[src/sv/hufr_pkg.sv]
// hufr_pkg: sizes, widths, record kinds and the result record type shared
// by the tree header rebuild modules; no dependencies
package hufr_pkg;

    localparam int STACK_DEPTH = 256;
    localparam int MAX_NODES   = 512;
    localparam int SYMBOL_BITS = 8;

    localparam int BYTE_W  = 8;
    localparam int KIND_W  = 2;
    localparam int ID_W    = 9;
    localparam int SYM_W   = 8;
    localparam int CNT_W   = $clog2(STACK_DEPTH + 1);
    localparam int SP_W    = $clog2(STACK_DEPTH);
    localparam int NODE_W  = $clog2(MAX_NODES + 1);
    localparam int TAKEN_W = $clog2(SYMBOL_BITS + 1);
    localparam int BIT_W   = $clog2(BYTE_W + 1);

    typedef enum logic [KIND_W-1:0] {
        KIND_LEAF  = 2'd0,
        KIND_INNER = 2'd1,
        KIND_DONE  = 2'd2,
        KIND_ERROR = 2'd3
    } t_kind;

    typedef struct packed {
        t_kind            kind;
        logic [ID_W-1:0]  id;
        logic [SYM_W-1:0] sym;
        logic [ID_W-1:0]  left;
        logic [ID_W-1:0]  right;
    } t_rec;

endpackage

[src/sv/hufr_ram.sv]
// hufr_ram: generic single write port, single read port ram with registered
// read data; no dependencies
module hufr_ram #(
    parameter int WIDTH = 8,
    parameter int DEPTH = 256
) (
    input  logic                     i_clk,
    input  logic                     i_we,
    input  logic [$clog2(DEPTH)-1:0] i_waddr,
    input  logic [WIDTH-1:0]         i_wdata,
    input  logic [$clog2(DEPTH)-1:0] i_raddr,
    output logic [WIDTH-1:0]         o_rdata
);

    logic [WIDTH-1:0] r_mem [DEPTH];
    logic [WIDTH-1:0] r_rdata;

    always_ff @(posedge i_clk) begin
        if (i_we) begin
            r_mem[i_waddr] <= i_wdata;
        end
        r_rdata <= r_mem[i_raddr];
    end

    assign o_rdata = r_rdata;

endmodule

[src/sv/hufr_in_queue.sv]
// hufr_in_queue: front part, two-entry queue of header bytes and stream end
// flags in front of the bit engine; depends on hufr_pkg
module hufr_in_queue (
    input  logic                       i_clk,
    input  logic                       i_rst_n,
    input  logic                       i_valid,
    output logic                       o_stall,
    input  logic [hufr_pkg::BYTE_W-1:0] i_header_byte,
    input  logic                       i_stream_end,
    output logic                       o_q_valid,
    input  logic                       i_q_pop,
    output logic [hufr_pkg::BYTE_W-1:0] o_q_byte,
    output logic                       o_q_end
);

    logic [hufr_pkg::BYTE_W-1:0] r_byte [2];
    logic                        r_end  [2];
    logic                        r_wp;
    logic                        r_rp;
    logic [1:0]                  r_cnt;
    logic                        push;
    logic                        pop;

    assign o_stall   = (r_cnt == 2'd2);
    assign o_q_valid = (r_cnt != 2'd0);
    assign o_q_byte  = r_byte[r_rp];
    assign o_q_end   = r_end[r_rp];
    assign push      = i_valid && !o_stall;
    assign pop       = i_q_pop && o_q_valid;

    always_ff @(posedge i_clk) begin
        if (!i_rst_n) begin
            r_wp  <= 1'b0;
            r_rp  <= 1'b0;
            r_cnt <= 2'd0;
        end else begin
            if (push) begin
                r_wp <= !r_wp;
            end
            if (pop) begin
                r_rp <= !r_rp;
            end
            case ({push, pop})
                2'b10:   r_cnt <= r_cnt + 2'd1;
                2'b01:   r_cnt <= r_cnt - 2'd1;
                default: r_cnt <= r_cnt;
            endcase
        end
        if (push) begin
            r_byte[r_wp] <= i_header_byte;
            r_end[r_wp]  <= i_stream_end;
        end
    end

endmodule

[src/sv/hufr_engine.sv]
// hufr_engine: back part, walks header bits one per cycle while not stalled
// or refilling, keeps the node stack (top two entries in registers, the rest
// in hufr_ram), sends records via hold and output registers; uses hufr_pkg
module hufr_engine (
    input  logic                        i_clk,
    input  logic                        i_rst_n,
    input  logic                        i_q_valid,
    output logic                        o_q_pop,
    input  logic [hufr_pkg::BYTE_W-1:0] i_q_byte,
    input  logic                        i_q_end,
    output logic                        o_valid,
    input  logic                        i_stall,
    output logic [hufr_pkg::KIND_W-1:0] o_record_kind,
    output logic [hufr_pkg::ID_W-1:0]   o_node_id,
    output logic [hufr_pkg::SYM_W-1:0]  o_leaf_symbol,
    output logic [hufr_pkg::ID_W-1:0]   o_left_child,
    output logic [hufr_pkg::ID_W-1:0]   o_right_child,
    output logic                        o_run_last
);

    typedef enum logic [2:0] {
        S_IDLE,
        S_BIT,
        S_POP,
        S_END,
        S_FLUSH
    } t_state;

    t_state                        r_state, n_state;
    logic [hufr_pkg::BYTE_W-1:0]   r_bits, n_bits;
    logic [hufr_pkg::BIT_W-1:0]    r_idx, n_idx;
    logic                          r_last, n_last;
    logic [hufr_pkg::CNT_W-1:0]    r_count, n_count;
    logic [hufr_pkg::NODE_W-1:0]   r_next, n_next;
    logic                          r_collect, n_collect;
    logic [hufr_pkg::TAKEN_W-1:0]  r_taken, n_taken;
    logic [hufr_pkg::SYMBOL_BITS-1:0] r_partial, n_partial;
    logic                          r_finished, n_finished;
    logic [hufr_pkg::ID_W-1:0]     r_tos, n_tos;
    logic [hufr_pkg::ID_W-1:0]     r_nos, n_nos;
    logic                          r_h_valid, n_h_valid;
    hufr_pkg::t_rec                r_h_rec, n_h_rec;
    logic                          r_o_valid, n_o_valid;
    hufr_pkg::t_rec                r_o_rec, n_o_rec;
    logic                          r_o_last, n_o_last;

    logic                          o_free;
    logic                          can_emit;
    logic                          emit;
    hufr_pkg::t_rec                emit_rec;
    logic                          flush;
    logic                          bit_in;
    logic                          inner;
    logic [hufr_pkg::SYMBOL_BITS-1:0] sym_next;
    logic [hufr_pkg::CNT_W-1:0]    cnt_m2;
    logic [hufr_pkg::CNT_W-1:0]    cnt_m3;
    logic                          ram_we;
    logic [hufr_pkg::ID_W-1:0]     ram_rdata;
    logic                          stack_full;
    logic                          nodes_full;

    hufr_ram #(
        .WIDTH (hufr_pkg::ID_W),
        .DEPTH (hufr_pkg::STACK_DEPTH)
    ) u_stack (
        .i_clk   (i_clk),
        .i_we    (ram_we),
        .i_waddr (cnt_m2[hufr_pkg::SP_W-1:0]),
        .i_wdata (r_nos),
        .i_raddr (cnt_m3[hufr_pkg::SP_W-1:0]),
        .o_rdata (ram_rdata)
    );

    assign o_free     = !r_o_valid || !i_stall;
    assign can_emit   = !r_h_valid || o_free;
    assign cnt_m2     = r_count - hufr_pkg::CNT_W'(2);
    assign cnt_m3     = r_count - hufr_pkg::CNT_W'(3);
    assign bit_in     = r_bits[hufr_pkg::BYTE_W-1];
    assign sym_next   = {r_partial[hufr_pkg::SYMBOL_BITS-2:0], bit_in};
    assign stack_full = (r_count >= hufr_pkg::CNT_W'(hufr_pkg::STACK_DEPTH));
    assign nodes_full = (r_next >= hufr_pkg::NODE_W'(hufr_pkg::MAX_NODES));

    always_comb begin
        n_state    = r_state;
        n_bits     = r_bits;
        n_idx      = r_idx;
        n_last     = r_last;
        n_count    = r_count;
        n_next     = r_next;
        n_collect  = r_collect;
        n_taken    = r_taken;
        n_partial  = r_partial;
        n_finished = r_finished;
        n_tos      = r_tos;
        n_nos      = r_nos;
        n_h_valid  = r_h_valid;
        n_h_rec    = r_h_rec;
        n_o_valid  = r_o_valid;
        n_o_rec    = r_o_rec;
        n_o_last   = r_o_last;
        o_q_pop    = 1'b0;
        emit       = 1'b0;
        emit_rec   = '0;
        flush      = 1'b0;
        inner      = 1'b0;
        ram_we     = 1'b0;

        case (r_state)
            S_IDLE: begin
                if (i_q_valid) begin
                    o_q_pop = 1'b1;
                    n_bits  = i_q_byte;
                    n_last  = i_q_end;
                    n_idx   = '0;
                    n_state = S_BIT;
                end
            end
            S_BIT: begin
                if (r_finished) begin
                    n_state = S_END;
                end else if (can_emit) begin
                    n_bits = r_bits << 1;
                    n_idx  = r_idx + hufr_pkg::BIT_W'(1);
                    if (r_collect) begin
                        n_partial = sym_next;
                        n_taken   = r_taken + hufr_pkg::TAKEN_W'(1);
                        if (r_taken == hufr_pkg::TAKEN_W'(hufr_pkg::SYMBOL_BITS - 1)) begin
                            n_collect = 1'b0;
                            n_taken   = '0;
                            n_partial = '0;
                            emit      = 1'b1;
                            if (stack_full || nodes_full) begin
                                emit_rec.kind = hufr_pkg::KIND_ERROR;
                                n_finished    = 1'b1;
                            end else begin
                                emit_rec.kind = hufr_pkg::KIND_LEAF;
                                emit_rec.id   = r_next[hufr_pkg::ID_W-1:0];
                                emit_rec.sym  = hufr_pkg::SYM_W'(sym_next);
                                ram_we        = (r_count >= hufr_pkg::CNT_W'(2));
                                n_nos         = r_tos;
                                n_tos         = r_next[hufr_pkg::ID_W-1:0];
                                n_count       = r_count + hufr_pkg::CNT_W'(1);
                                n_next        = r_next + hufr_pkg::NODE_W'(1);
                            end
                        end
                    end else if (bit_in) begin
                        n_collect = 1'b1;
                        n_taken   = '0;
                        n_partial = '0;
                    end else if (r_count == '0) begin
                        emit          = 1'b1;
                        emit_rec.kind = hufr_pkg::KIND_ERROR;
                        n_finished    = 1'b1;
                    end else if (r_count == hufr_pkg::CNT_W'(1)) begin
                        emit          = 1'b1;
                        emit_rec.kind = hufr_pkg::KIND_DONE;
                        emit_rec.id   = r_tos;
                        n_finished    = 1'b1;
                    end else if (nodes_full) begin
                        emit          = 1'b1;
                        emit_rec.kind = hufr_pkg::KIND_ERROR;
                        n_finished    = 1'b1;
                    end else begin
                        inner          = 1'b1;
                        emit           = 1'b1;
                        emit_rec.kind  = hufr_pkg::KIND_INNER;
                        emit_rec.id    = r_next[hufr_pkg::ID_W-1:0];
                        emit_rec.left  = r_nos;
                        emit_rec.right = r_tos;
                        n_tos          = r_next[hufr_pkg::ID_W-1:0];
                        n_count        = r_count - hufr_pkg::CNT_W'(1);
                        n_next         = r_next + hufr_pkg::NODE_W'(1);
                    end
                    if (inner) begin
                        n_state = S_POP;
                    end else if (n_finished ||
                                 n_idx == hufr_pkg::BIT_W'(hufr_pkg::BYTE_W)) begin
                        n_state = S_END;
                    end
                end
            end
            S_POP: begin
                // next-of-stack refilled from ram
                n_nos   = ram_rdata;
                n_state = (r_idx == hufr_pkg::BIT_W'(hufr_pkg::BYTE_W)) ? S_END : S_BIT;
            end
            S_END: begin
                if (!r_last) begin
                    n_state = S_FLUSH;
                end else if (r_finished || can_emit) begin
                    if (!r_finished) begin
                        emit = 1'b1;
                        if (r_count == '0) begin
                            emit_rec.kind = hufr_pkg::KIND_ERROR;
                        end else begin
                            emit_rec.kind = hufr_pkg::KIND_DONE;
                            emit_rec.id   = r_tos;
                        end
                    end
                    n_count    = '0;
                    n_next     = '0;
                    n_collect  = 1'b0;
                    n_taken    = '0;
                    n_partial  = '0;
                    n_finished = 1'b0;
                    n_state    = S_FLUSH;
                end
            end
            S_FLUSH: begin
                if (!r_h_valid) begin
                    n_state = S_IDLE;
                end else if (o_free) begin
                    flush   = 1'b1;
                    n_state = S_IDLE;
                end
            end
            default: begin
                n_state = S_IDLE;
            end
        endcase

        // output register drains, hold register feeds it
        if (r_o_valid && !i_stall) begin
            n_o_valid = 1'b0;
        end
        if (emit) begin
            if (r_h_valid) begin
                n_o_valid = 1'b1;
                n_o_rec   = r_h_rec;
                n_o_last  = 1'b0;
            end
            n_h_valid = 1'b1;
            n_h_rec   = emit_rec;
        end
        if (flush) begin
            n_o_valid = 1'b1;
            n_o_rec   = r_h_rec;
            n_o_last  = 1'b1;
            n_h_valid = 1'b0;
        end
    end

    always_ff @(posedge i_clk) begin
        if (!i_rst_n) begin
            r_state    <= S_IDLE;
            r_idx      <= '0;
            r_last     <= 1'b0;
            r_count    <= '0;
            r_next     <= '0;
            r_collect  <= 1'b0;
            r_taken    <= '0;
            r_partial  <= '0;
            r_finished <= 1'b0;
            r_h_valid  <= 1'b0;
            r_o_valid  <= 1'b0;
        end else begin
            r_state    <= n_state;
            r_idx      <= n_idx;
            r_last     <= n_last;
            r_count    <= n_count;
            r_next     <= n_next;
            r_collect  <= n_collect;
            r_taken    <= n_taken;
            r_partial  <= n_partial;
            r_finished <= n_finished;
            r_h_valid  <= n_h_valid;
            r_o_valid  <= n_o_valid;
        end
        r_bits   <= n_bits;
        r_tos    <= n_tos;
        r_nos    <= n_nos;
        r_h_rec  <= n_h_rec;
        r_o_rec  <= n_o_rec;
        r_o_last <= n_o_last;
    end

    assign o_valid       = r_o_valid;
    assign o_record_kind = r_o_rec.kind;
    assign o_node_id     = r_o_rec.id;
    assign o_leaf_symbol = r_o_rec.sym;
    assign o_left_child  = r_o_rec.left;
    assign o_right_child = r_o_rec.right;
    assign o_run_last    = r_o_last;

endmodule

[src/sv/huffman_tree_header_rebuild.sv]
// huffman_tree_header_rebuild: top level, input byte queue feeding the bit
// engine; depends on hufr_pkg, hufr_in_queue, hufr_engine, hufr_ram
//
// input channel: i_valid / o_stall carry one packed header byte
// (i_header_byte, bits used msb first) and i_stream_end, set on the
// final byte of a header. a two-entry queue takes bytes while the engine
// is still busy with an earlier one.
// output channel: o_valid / i_stall carry node records (leaf, internal node,
// done with root, error). o_run_last marks the last record of each byte;
// a byte that yields no record gives no transfer.
// throughput: one header bit per cycle while the output path has room; each
// byte also passes through fetch, end and hand-off states, and each internal
// node adds a step that refills the second stack entry from the stack ram's
// registered read port.
// each record waits in the hold register and moves to the output register
// when the next record is found; the last record of a byte moves in the
// hand-off state, so earlier records of the byte follow one record behind.
// reset clears the queue, the stack count, the node counter and the symbol
// collector; the stack ram needs no clearing.
// when the receiver stalls, the output register and one hold register fill,
// then the bit engine waits, then the queue fills and o_stall rises.
module huffman_tree_header_rebuild (
    input  logic                        i_clk,
    input  logic                        i_rst_n,
    input  logic                        i_valid,
    output logic                        o_stall,
    input  logic [hufr_pkg::BYTE_W-1:0] i_header_byte,
    input  logic                        i_stream_end,
    output logic                        o_valid,
    input  logic                        i_stall,
    output logic [hufr_pkg::KIND_W-1:0] o_record_kind,
    output logic [hufr_pkg::ID_W-1:0]   o_node_id,
    output logic [hufr_pkg::SYM_W-1:0]  o_leaf_symbol,
    output logic [hufr_pkg::ID_W-1:0]   o_left_child,
    output logic [hufr_pkg::ID_W-1:0]   o_right_child,
    output logic                        o_run_last
);

    logic                        q_valid;
    logic                        q_pop;
    logic [hufr_pkg::BYTE_W-1:0] q_byte;
    logic                        q_end;

    hufr_in_queue u_queue (
        .i_clk         (i_clk),
        .i_rst_n       (i_rst_n),
        .i_valid       (i_valid),
        .o_stall       (o_stall),
        .i_header_byte (i_header_byte),
        .i_stream_end  (i_stream_end),
        .o_q_valid     (q_valid),
        .i_q_pop       (q_pop),
        .o_q_byte      (q_byte),
        .o_q_end       (q_end)
    );

    hufr_engine u_engine (
        .i_clk         (i_clk),
        .i_rst_n       (i_rst_n),
        .i_q_valid     (q_valid),
        .o_q_pop       (q_pop),
        .i_q_byte      (q_byte),
        .i_q_end       (q_end),
        .o_valid       (o_valid),
        .i_stall       (i_stall),
        .o_record_kind (o_record_kind),
        .o_node_id     (o_node_id),
        .o_leaf_symbol (o_leaf_symbol),
        .o_left_child  (o_left_child),
        .o_right_child (o_right_child),
        .o_run_last    (o_run_last)
    );

endmodule
[config.mk]
export PLATFORM = sky130hd
export DESIGN_NAME = huffman_tree_header_rebuild
export DESIGN_NICKNAME = d
export VERILOG_FILES = /design/src/sv/hufr_pkg.sv /design/src/sv/hufr_ram.sv /design/src/sv/hufr_in_queue.sv /design/src/sv/hufr_engine.sv /design/src/sv/huffman_tree_header_rebuild.sv
export SDC_FILE = /design/constraint.sdc
export NUM_CORES = 2
export LEC_CHECK = 0
export BUFFER_PORTS_ARGS = -buffer_cell sky130_fd_sc_hd__buf_2
export CAP_MARGIN = 20
export CORE_MARGIN = 2
export CORE_UTILIZATION = 57
export DETAILED_ROUTE_END_ITERATION = 10
export PLACE_DENSITY = 0.77
export SLEW_MARGIN = 0
export SYNTH_ARGS = -nofsm -noshare
export SYNTH_HDL_FRONTEND = slang
export SYNTH_SLANG_ARGS = --single-unit
[constraint.sdc]
create_clock -name i_clk -period 5.9 [get_ports i_clk]
set_clock_uncertainty 0.1 [all_clocks]
set_input_delay 1.18 -clock i_clk [delete_from_list [all_inputs] [get_ports i_clk]]
set_output_delay 1.18 -clock i_clk [all_outputs]
set_load 0.005 [all_outputs]
# Yosys cells after proc, flatten, opt, wreduce, memory -nomap -nowiden
# Memory sizes are Yosys's and may differ from the RTL's. A register that Yosys moved wholly into a read port is not among the register bits.
# Index checks and enable logic that the tools add are counted.
[classes]
addsub = 9
magnitude_cmp = 3
eq_ne = 36
muxes = 159
n_bitwise = 6
reduce_logical = 38
[op_table]
columns = ["operator", "n"]
rows = [
  ["$mux 9", 26],
  ["$mux 37", 5],
  ["$mux 10", 11],
  ["$mux 18", 5],
  ["$mux 11", 6],
  ["$mux 1", 57],
  ["$mux 7", 7],
  ["$mux 4", 10],
  ["$pmux 9 s2", 2],
  ["$mux 8", 4],
  ["$mux 3", 9],
  ["$pmux 11 s2", 1],
  ["$pmux 10 s2", 1],
  ["$mux 19", 1],
  ["$mux 17", 1],
  ["$ne 2x1->1 const B", 8],
  ["$pmux 4 s2", 2],
  ["$pmux 8 s2", 1],
  ["$sub 8x2->8 const B", 2],
  ["$ne 3x3->1 const B", 5],
  ["$pmux 3 s5", 1],
  ["$pmux 7 s2", 1],
  ["$reduce_bool 2->1", 7],
  ["$ne 2x2->1 const B", 6],
  ["39 further kinds", 72],
]
[totals]
register_bits = 146
mem_bits_rw = 2322
inputBits = 13
out_inout_bits = 40
elab_cells = 281
memories = 3
[mem_list]
columns = ["name", "words", "width", "rd", "rd_ports_with_merged_regs", "write_ports", "line_no", "source"]
rows = [
  ["u_engine.u_stack.r_mem", 256, 9, 1, 1, 1, "hufr_ram.sv:15", "logic [WIDTH-1:0] r_mem [DEPTH];"],
  ["u_queue.r_byte", 2, 8, 1, 1, 1, "hufr_in_queue.sv:16", "logic [hufr_pkg::BYTE_W-1:0] r_byte [2];"],
  ["u_queue.r_end", 2, 1, 1, 1, 1, "hufr_in_queue.sv:17", "logic r_end [2];"],
]

# Logic depth before layout (Yosys ltp)
[logic_depth]
depth_word = 15
mapped_depth = 16
ltp_nobuf = 9

# Modules after synthesis
# A second synthesis with hierarchy kept.
[hier_totals]
cells_unflattened = 4811
area_unflattened_um2 = 96416.2
[by_module_without_submodules]
columns = ["module", "instances", "cells_per_inst", "area_per_inst_um2", "seq_area_each_um2"]
rows = [
  ["hufr_ram", 1, 4237, 89278.1, 69366.5],
  ["hufr_engine", 1, 519, 6261.0, 3863.7],
  ["hufr_in_queue", 1, 55, 877.1, 640.6],
]

# Worst setup path before layout
# No wires, ideal clock.
[synth_path]
path_type = "input-to-reg"
start = "input i_stall"
end = "register u_engine.r_o_rec, in the netlist u_engine.o_leaf_symbol[0] (enable)"
arrival_ns = 5.878
path_slack_ns = -0.473
path_stages = 7
path_buffers = 1
path_cell_list = "and3_1 clkbuf_1 nor2_1 nand2_1 o21ai_0 nand2_1 nand2_1"
[synth_between]
elab_chain_len = 9
[synth_lines]
columns = ["element", "line_no", "source"]
rows = [
  ["from (decl)", "huffman_tree_header_rebuild.sv:30", "input logic i_stall,"],
  ["$logic_not 1->1 *", "hufr_engine.sv:74", "assign o_free = !r_o_valid || !i_stall;"],
  ["$logic_or 1x1->1 *", "hufr_engine.sv:74", ""],
  ["$logic_or 1x1->1 *", "hufr_engine.sv:75", "assign can_emit = !r_h_valid || o_free;"],
  ["$logic_or 1x1->1", "hufr_engine.sv:190", "end else if (r_finished || can_emit) begin"],
  ["$mux 1", "hufr_engine.sv:190", ""],
  ["$mux 1", "hufr_engine.sv:188", "if (!r_last) begin"],
  ["$pmux 1 s2 *", "hufr_engine.sv:108", "case (r_state)"],
  ["named net u_engine.emit", "hufr_engine.sv:49", "logic emit;"],
  ["$reduce_bool 2->1 (no source line) *", "--", ""],
  ["$reduce_and 2->1 (no source line) *", "--", ""],
  ["to (signal assigned)", "hufr_engine.sv:273", "r_o_rec <= n_o_rec;"],
  ["to (decl)", "hufr_engine.sv:44", "hufr_pkg::t_rec r_o_rec, n_o_rec;"],
]
# Mark *: on every way through the listed nets, which the timed path passes. The rest lies on a longest branch.
# A chain may end at the register's enable or synchronous reset.

# Worst setup path after layout
[layout_path]
start = "register u_engine.r_count[2] in the netlist's numbering"
end = "memory u_engine.u_stack.r_mem[150][5] in the netlist's numbering (enable)"
[layout_between]
elab_chain_len = 10
[layout_lines]
columns = ["element", "line_no", "source"]
rows = [
  ["from (decl)", "hufr_engine.sv:33", "logic [hufr_pkg::CNT_W-1:0] r_count, n_count;"],
  ["from (signal assigned)", "hufr_engine.sv:260", "r_count <= n_count;"],
  ["$ge 9x9->1", "hufr_engine.sv:80", "assign stack_full = (r_count >= hufr_pkg::CNT_W'(hufr_pkg::STACK_DEPTH));"],
  ["$logic_or 1x1->1", "hufr_engine.sv:132", "if (stack_full || nodes_full) begin"],
  ["$mux 1", "hufr_engine.sv:132", ""],
  ["$mux 1", "hufr_engine.sv:127", "if (r_taken == hufr_pkg::TAKEN_W'(hufr_pkg::SYMBOL_BITS - 1)) begin"],
  ["$mux 1", "hufr_engine.sv:124", "if (r_collect) begin"],
  ["$mux 1", "hufr_engine.sv:121", "end else if (can_emit) begin"],
  ["$mux 1", "hufr_engine.sv:119", "if (r_finished) begin"],
  ["$mux 1", "hufr_engine.sv:108", ""],
  ["$mux 1", "hufr_ram.sv:19", "if (i_we) begin"],
  ["$mux 1 (implied by the code)", "hufr_ram.sv:20", "r_mem[i_waddr] <= i_wdata;"],
  ["to (decl)", "hufr_ram.sv:15", ""],
]
# Several ways; a longest one is shown, not always the timed one.

==> summary.txt <==
r2r startpoint = u_engine.r_count[2]
Hold WC Path Type = reg -> reg
simple-gate area share of the yosys netlist = 4.96%
Routed Antenna Nets = 0
Period minus WS final = 4940 ps
Synth Flop Type = edfxtp_1
Finished Cell Area = 106000 um^2
worst relative slew slack = 16.5%
largest family of logic cells by synthesized area = multiplexers
IR drop worst, VDD = 0.732 mV
die width = 415 um
Core ar. = 167000 um^2
All-Layer GR Usage = 27.1%
Worst-path clk slew = 60 ps
layout cell share with drive strength beyond 1 = 21.3%
CP max stage cell = dfxtp_1
met3 routed wirelength = 28100 um
Via density = 6.72
top-area cell type share of the netlist area = 75.7%
Worst R2R Setup Slack = 960 ps
met2 WL = 111000 um
Die Ht = 415 um
mux contribution to synthesized area = 14.4%
Final period util = 83.8%
Mapped Nets = 4910
Synth area leaders = edfxtp_1 76%, mux4_2 14%, nand2_1 2.0%, nor2_1 1.3%, dfxtp_1 1.2%
r2r worst-path depth = 9
Synth cell types = 56
Lkg Pwr = 32.6 nW
post-route met1 wirelength = 85100 um
xor/xnor cell area share of the yosys netlist = 0.337%
Final Power = 53.6 mW
Worst setup SP type = register
fin. max-slew vios = 0
Final Hold Vio Count = 0
largest net degree at the start of global routing = 185
first-pass iteration count of the detailed router = 7
total setup buffers inserted after CTS = 0
Final #Nets = 5010
antenna cells = 0
Clock Path Buffers = 3
synth-to-layout area growth = 10.8%
hold_sp = u_engine.r_h_rec[23]
die area = 172000 um^2
max-cap violation count = 0
Power Dens Cells = 503 nW/um^2
Crit path largest cell delay = 800 ps
asr flop ratio synth = 0%
Least-Margin Pin Slew = 1250 ps
Routed WL = 233000 um
syn avg cell area = 19.7 um^2
Vias = 49546
Num CTS Buffers = 221
crit path capture type = register
routed wire length per instance = 31.5 um
Root Buffer = clkbuf_16
Detailed Place HPWL = 130000 um
Hold Path End = u_engine.o_leaf_symbol[5]
# H-tree levels = 4
CP cell instances = inv_1 > ha_1 > nand2b_1 > a2111oi_0 > nor3_1 > and2_1 > nand2_1 > buf_4 > nor2_1
initial core utilization = 57.5%
crit path kind = reg -> reg
Seq/Total Area, Yosys = 76.9%
IO Pins = 53
Adder-Cell Fraction of Synth Area = 0.195%
worst setup margin = 959 ps
fill cell count = 10581
CP arrival = 5320 ps
worst-skew pair later-pin latency = 870 ps
FP Rows = 150
leading area contributor after synthesis = edfxtp_1
Mapped Area = 96100 um^2
post-cts sizing count = 0
FF-to-FF End = u_engine.u_stack.r_mem[150][5]
CTS tree = done
Final setup viols = 0
clock sinks = 2479
crit path max fanout = 14
Synth Register Bits = 2479
Placed Area = 99100 um^2
Synth Area in Compound Gates = 1.94%
Buffers on Ports = 52
residual DRC count = 0
Hold Path Depth = 0
antenna violations before repair = 6
status = finished, final reports clean
cts hold-fix bufs = 0
pre-CTS setup slack = 710 ps
Synth top cells by count = 2422 x edfxtp_1, 576 x mux4_2, 510 x nand2_1, 325 x nor2_1, 195 x nand3_1
most common cell in the netlist = edfxtp_1
gr ovfl total = 0
RSZ-0062 raised after global routing = no
WP data required = 6280 ps
iteration-0 DRC count of the detailed router = 7795
number of flops mapped to enable cells by yosys = 2422
top layer in use = met5
Cells after Synth = 4882
Setup TNS = 0 ps
vias in the first global route = 48720
Max Freq = 202 MHz
global-route wire length before repair = 339000 um
GPL Wtd Cong = 0.883
Syn. warnings = 0
[cell type report]
| class | count | area, um^2 | share of cell area [%] |
|---|---|---|---|
| Clock inverter | 150 | 1610 | 1.51 |
| Clock buffer | 259 | 5710 | 5.37 |
| Tap cell | 2204 | 2760 | 2.59 |
| Inverter | 14 | 52.6 | 0.0493 |
| Sequential cell | 2479 | 73900 | 69.4 |
| Timing Repair Buffer | 154 | 1390 | 1.31 |
| Multi-Input combinational cell | 2112 | 21100 | 19.8 |
[worst max-delay path by stage]
| stage | start | to | slack (ps) |
|---|---|---|---|
| finish | u_engine.r_count[2] | u_engine.u_stack.r_mem[150][5] | 960 |
| detailed placement | i_stall | u_engine.u_stack.r_mem[198][0] | 710 |
| floorplan | i_stall | u_engine.o_leaf_symbol[0] | 640 |
| global route | u_engine.r_count[2] | u_engine.u_stack.r_mem[198][1] | 710 |
| global placement | i_stall | u_engine.u_stack.r_mem[198][6] | 840 |
| CTS | u_engine.r_count[2] | u_engine.u_stack.r_mem[83][2] | 1000 |
[power by group]
group          internal (mW)  switching (mW)  leakage, nW
registers               20.2           0.333         22.3
clock network           8.18            6.41         3.54
logic                   7.03            11.4         6.77
total                   35.4            18.2         32.6
[worst max-delay path: cells and delay by family (launching register included)]
| family | cells | cell delay (ps) |
|---|---|---|
| DFF | 1 | 800 |
| and+or+nand+nor | 5 | 2420 |
| AOI/OAI and AO/OA | 1 | 120 |
| adders and majority gates | 1 | 350 |
| buffers and inverters | 2 | 720 |
[logic make-up after synthesis]
group / count (synthesis)
buffers and inverters: 291
and+or+nand+nor: 1138
DFF: 2479
muxes: 662
xor gates and xnor gates: 37
AOI/OAI and AO/OA: 260
adders and majority gates: 15
[state kept, by name (all words and copies together), names as in the netlist, 2 cells and up, named ones only]
signal and flops:
u_engine.r_count 9, u_engine.r_next 10, u_queue.r_cnt 2, u_engine.r_nos 9
u_engine.o_right_child 9, u_engine.r_bits 8, u_engine.r_state 3, u_queue.r_end 2
u_engine.r_partial 7, u_engine.r_h_rec 37, u_queue.r_byte 16, u_engine.r_tos 9
u_engine.u_stack.r_mem 2304, u_engine.o_left_child 9, u_engine.u_stack.o_rdata 9, u_engine.o_record_kind 2
u_engine.r_taken 4, u_engine.o_leaf_symbol 8, u_engine.o_node_id 9, u_engine.r_idx 4
[per-stage QoR]
stage,util [%],hold slack [ps],instances
floorplan,-,300,4882
global placement,59.3,302,6957
detailed placement,59.3,305,6959
CTS,63.6,319,7368
global route,63.7,325,7372
finish,63.7,317,7372
[layout by cell type (no fill, tap or decap), types with 13 or more instances in the layout]
cell        Yosys  final
dfxtp_1        57     56
xnor2_1        16     14
xor2_1         21     19
nor3_1         29     29
clkbuf_1      141     35
a22oi_1        82     82
nand3_1       195    195
o21ai_0        18     17
ha_1           15     14
o22ai_1        20     20
o221ai_1       27     27
inv_1          13     13
clkinv_1        1     46
mux2i_1        75     75
clkinvlp_4      0     17
nand2_1       510    499
bufinv_16       0     28
and2_1         34     34
edfxtp_1     2422   2422
a21oi_1        53     53
nor2_1        325    322
a32oi_1        19     19
buf_4           0     70
mux4_2        576    576
buf_12          0     26
clkbuf_16       0    222
clkinv_2        0     38
buf_2         102     52
[metal layers]
layer	GRT usage, %	vias to the layer above
met5	0	-
met4	9.49	12
met3	6.64	516
met2	42.3	3661
met1	37.8	25465
li1	-	19892
Power figures use the tool's default switching activity.
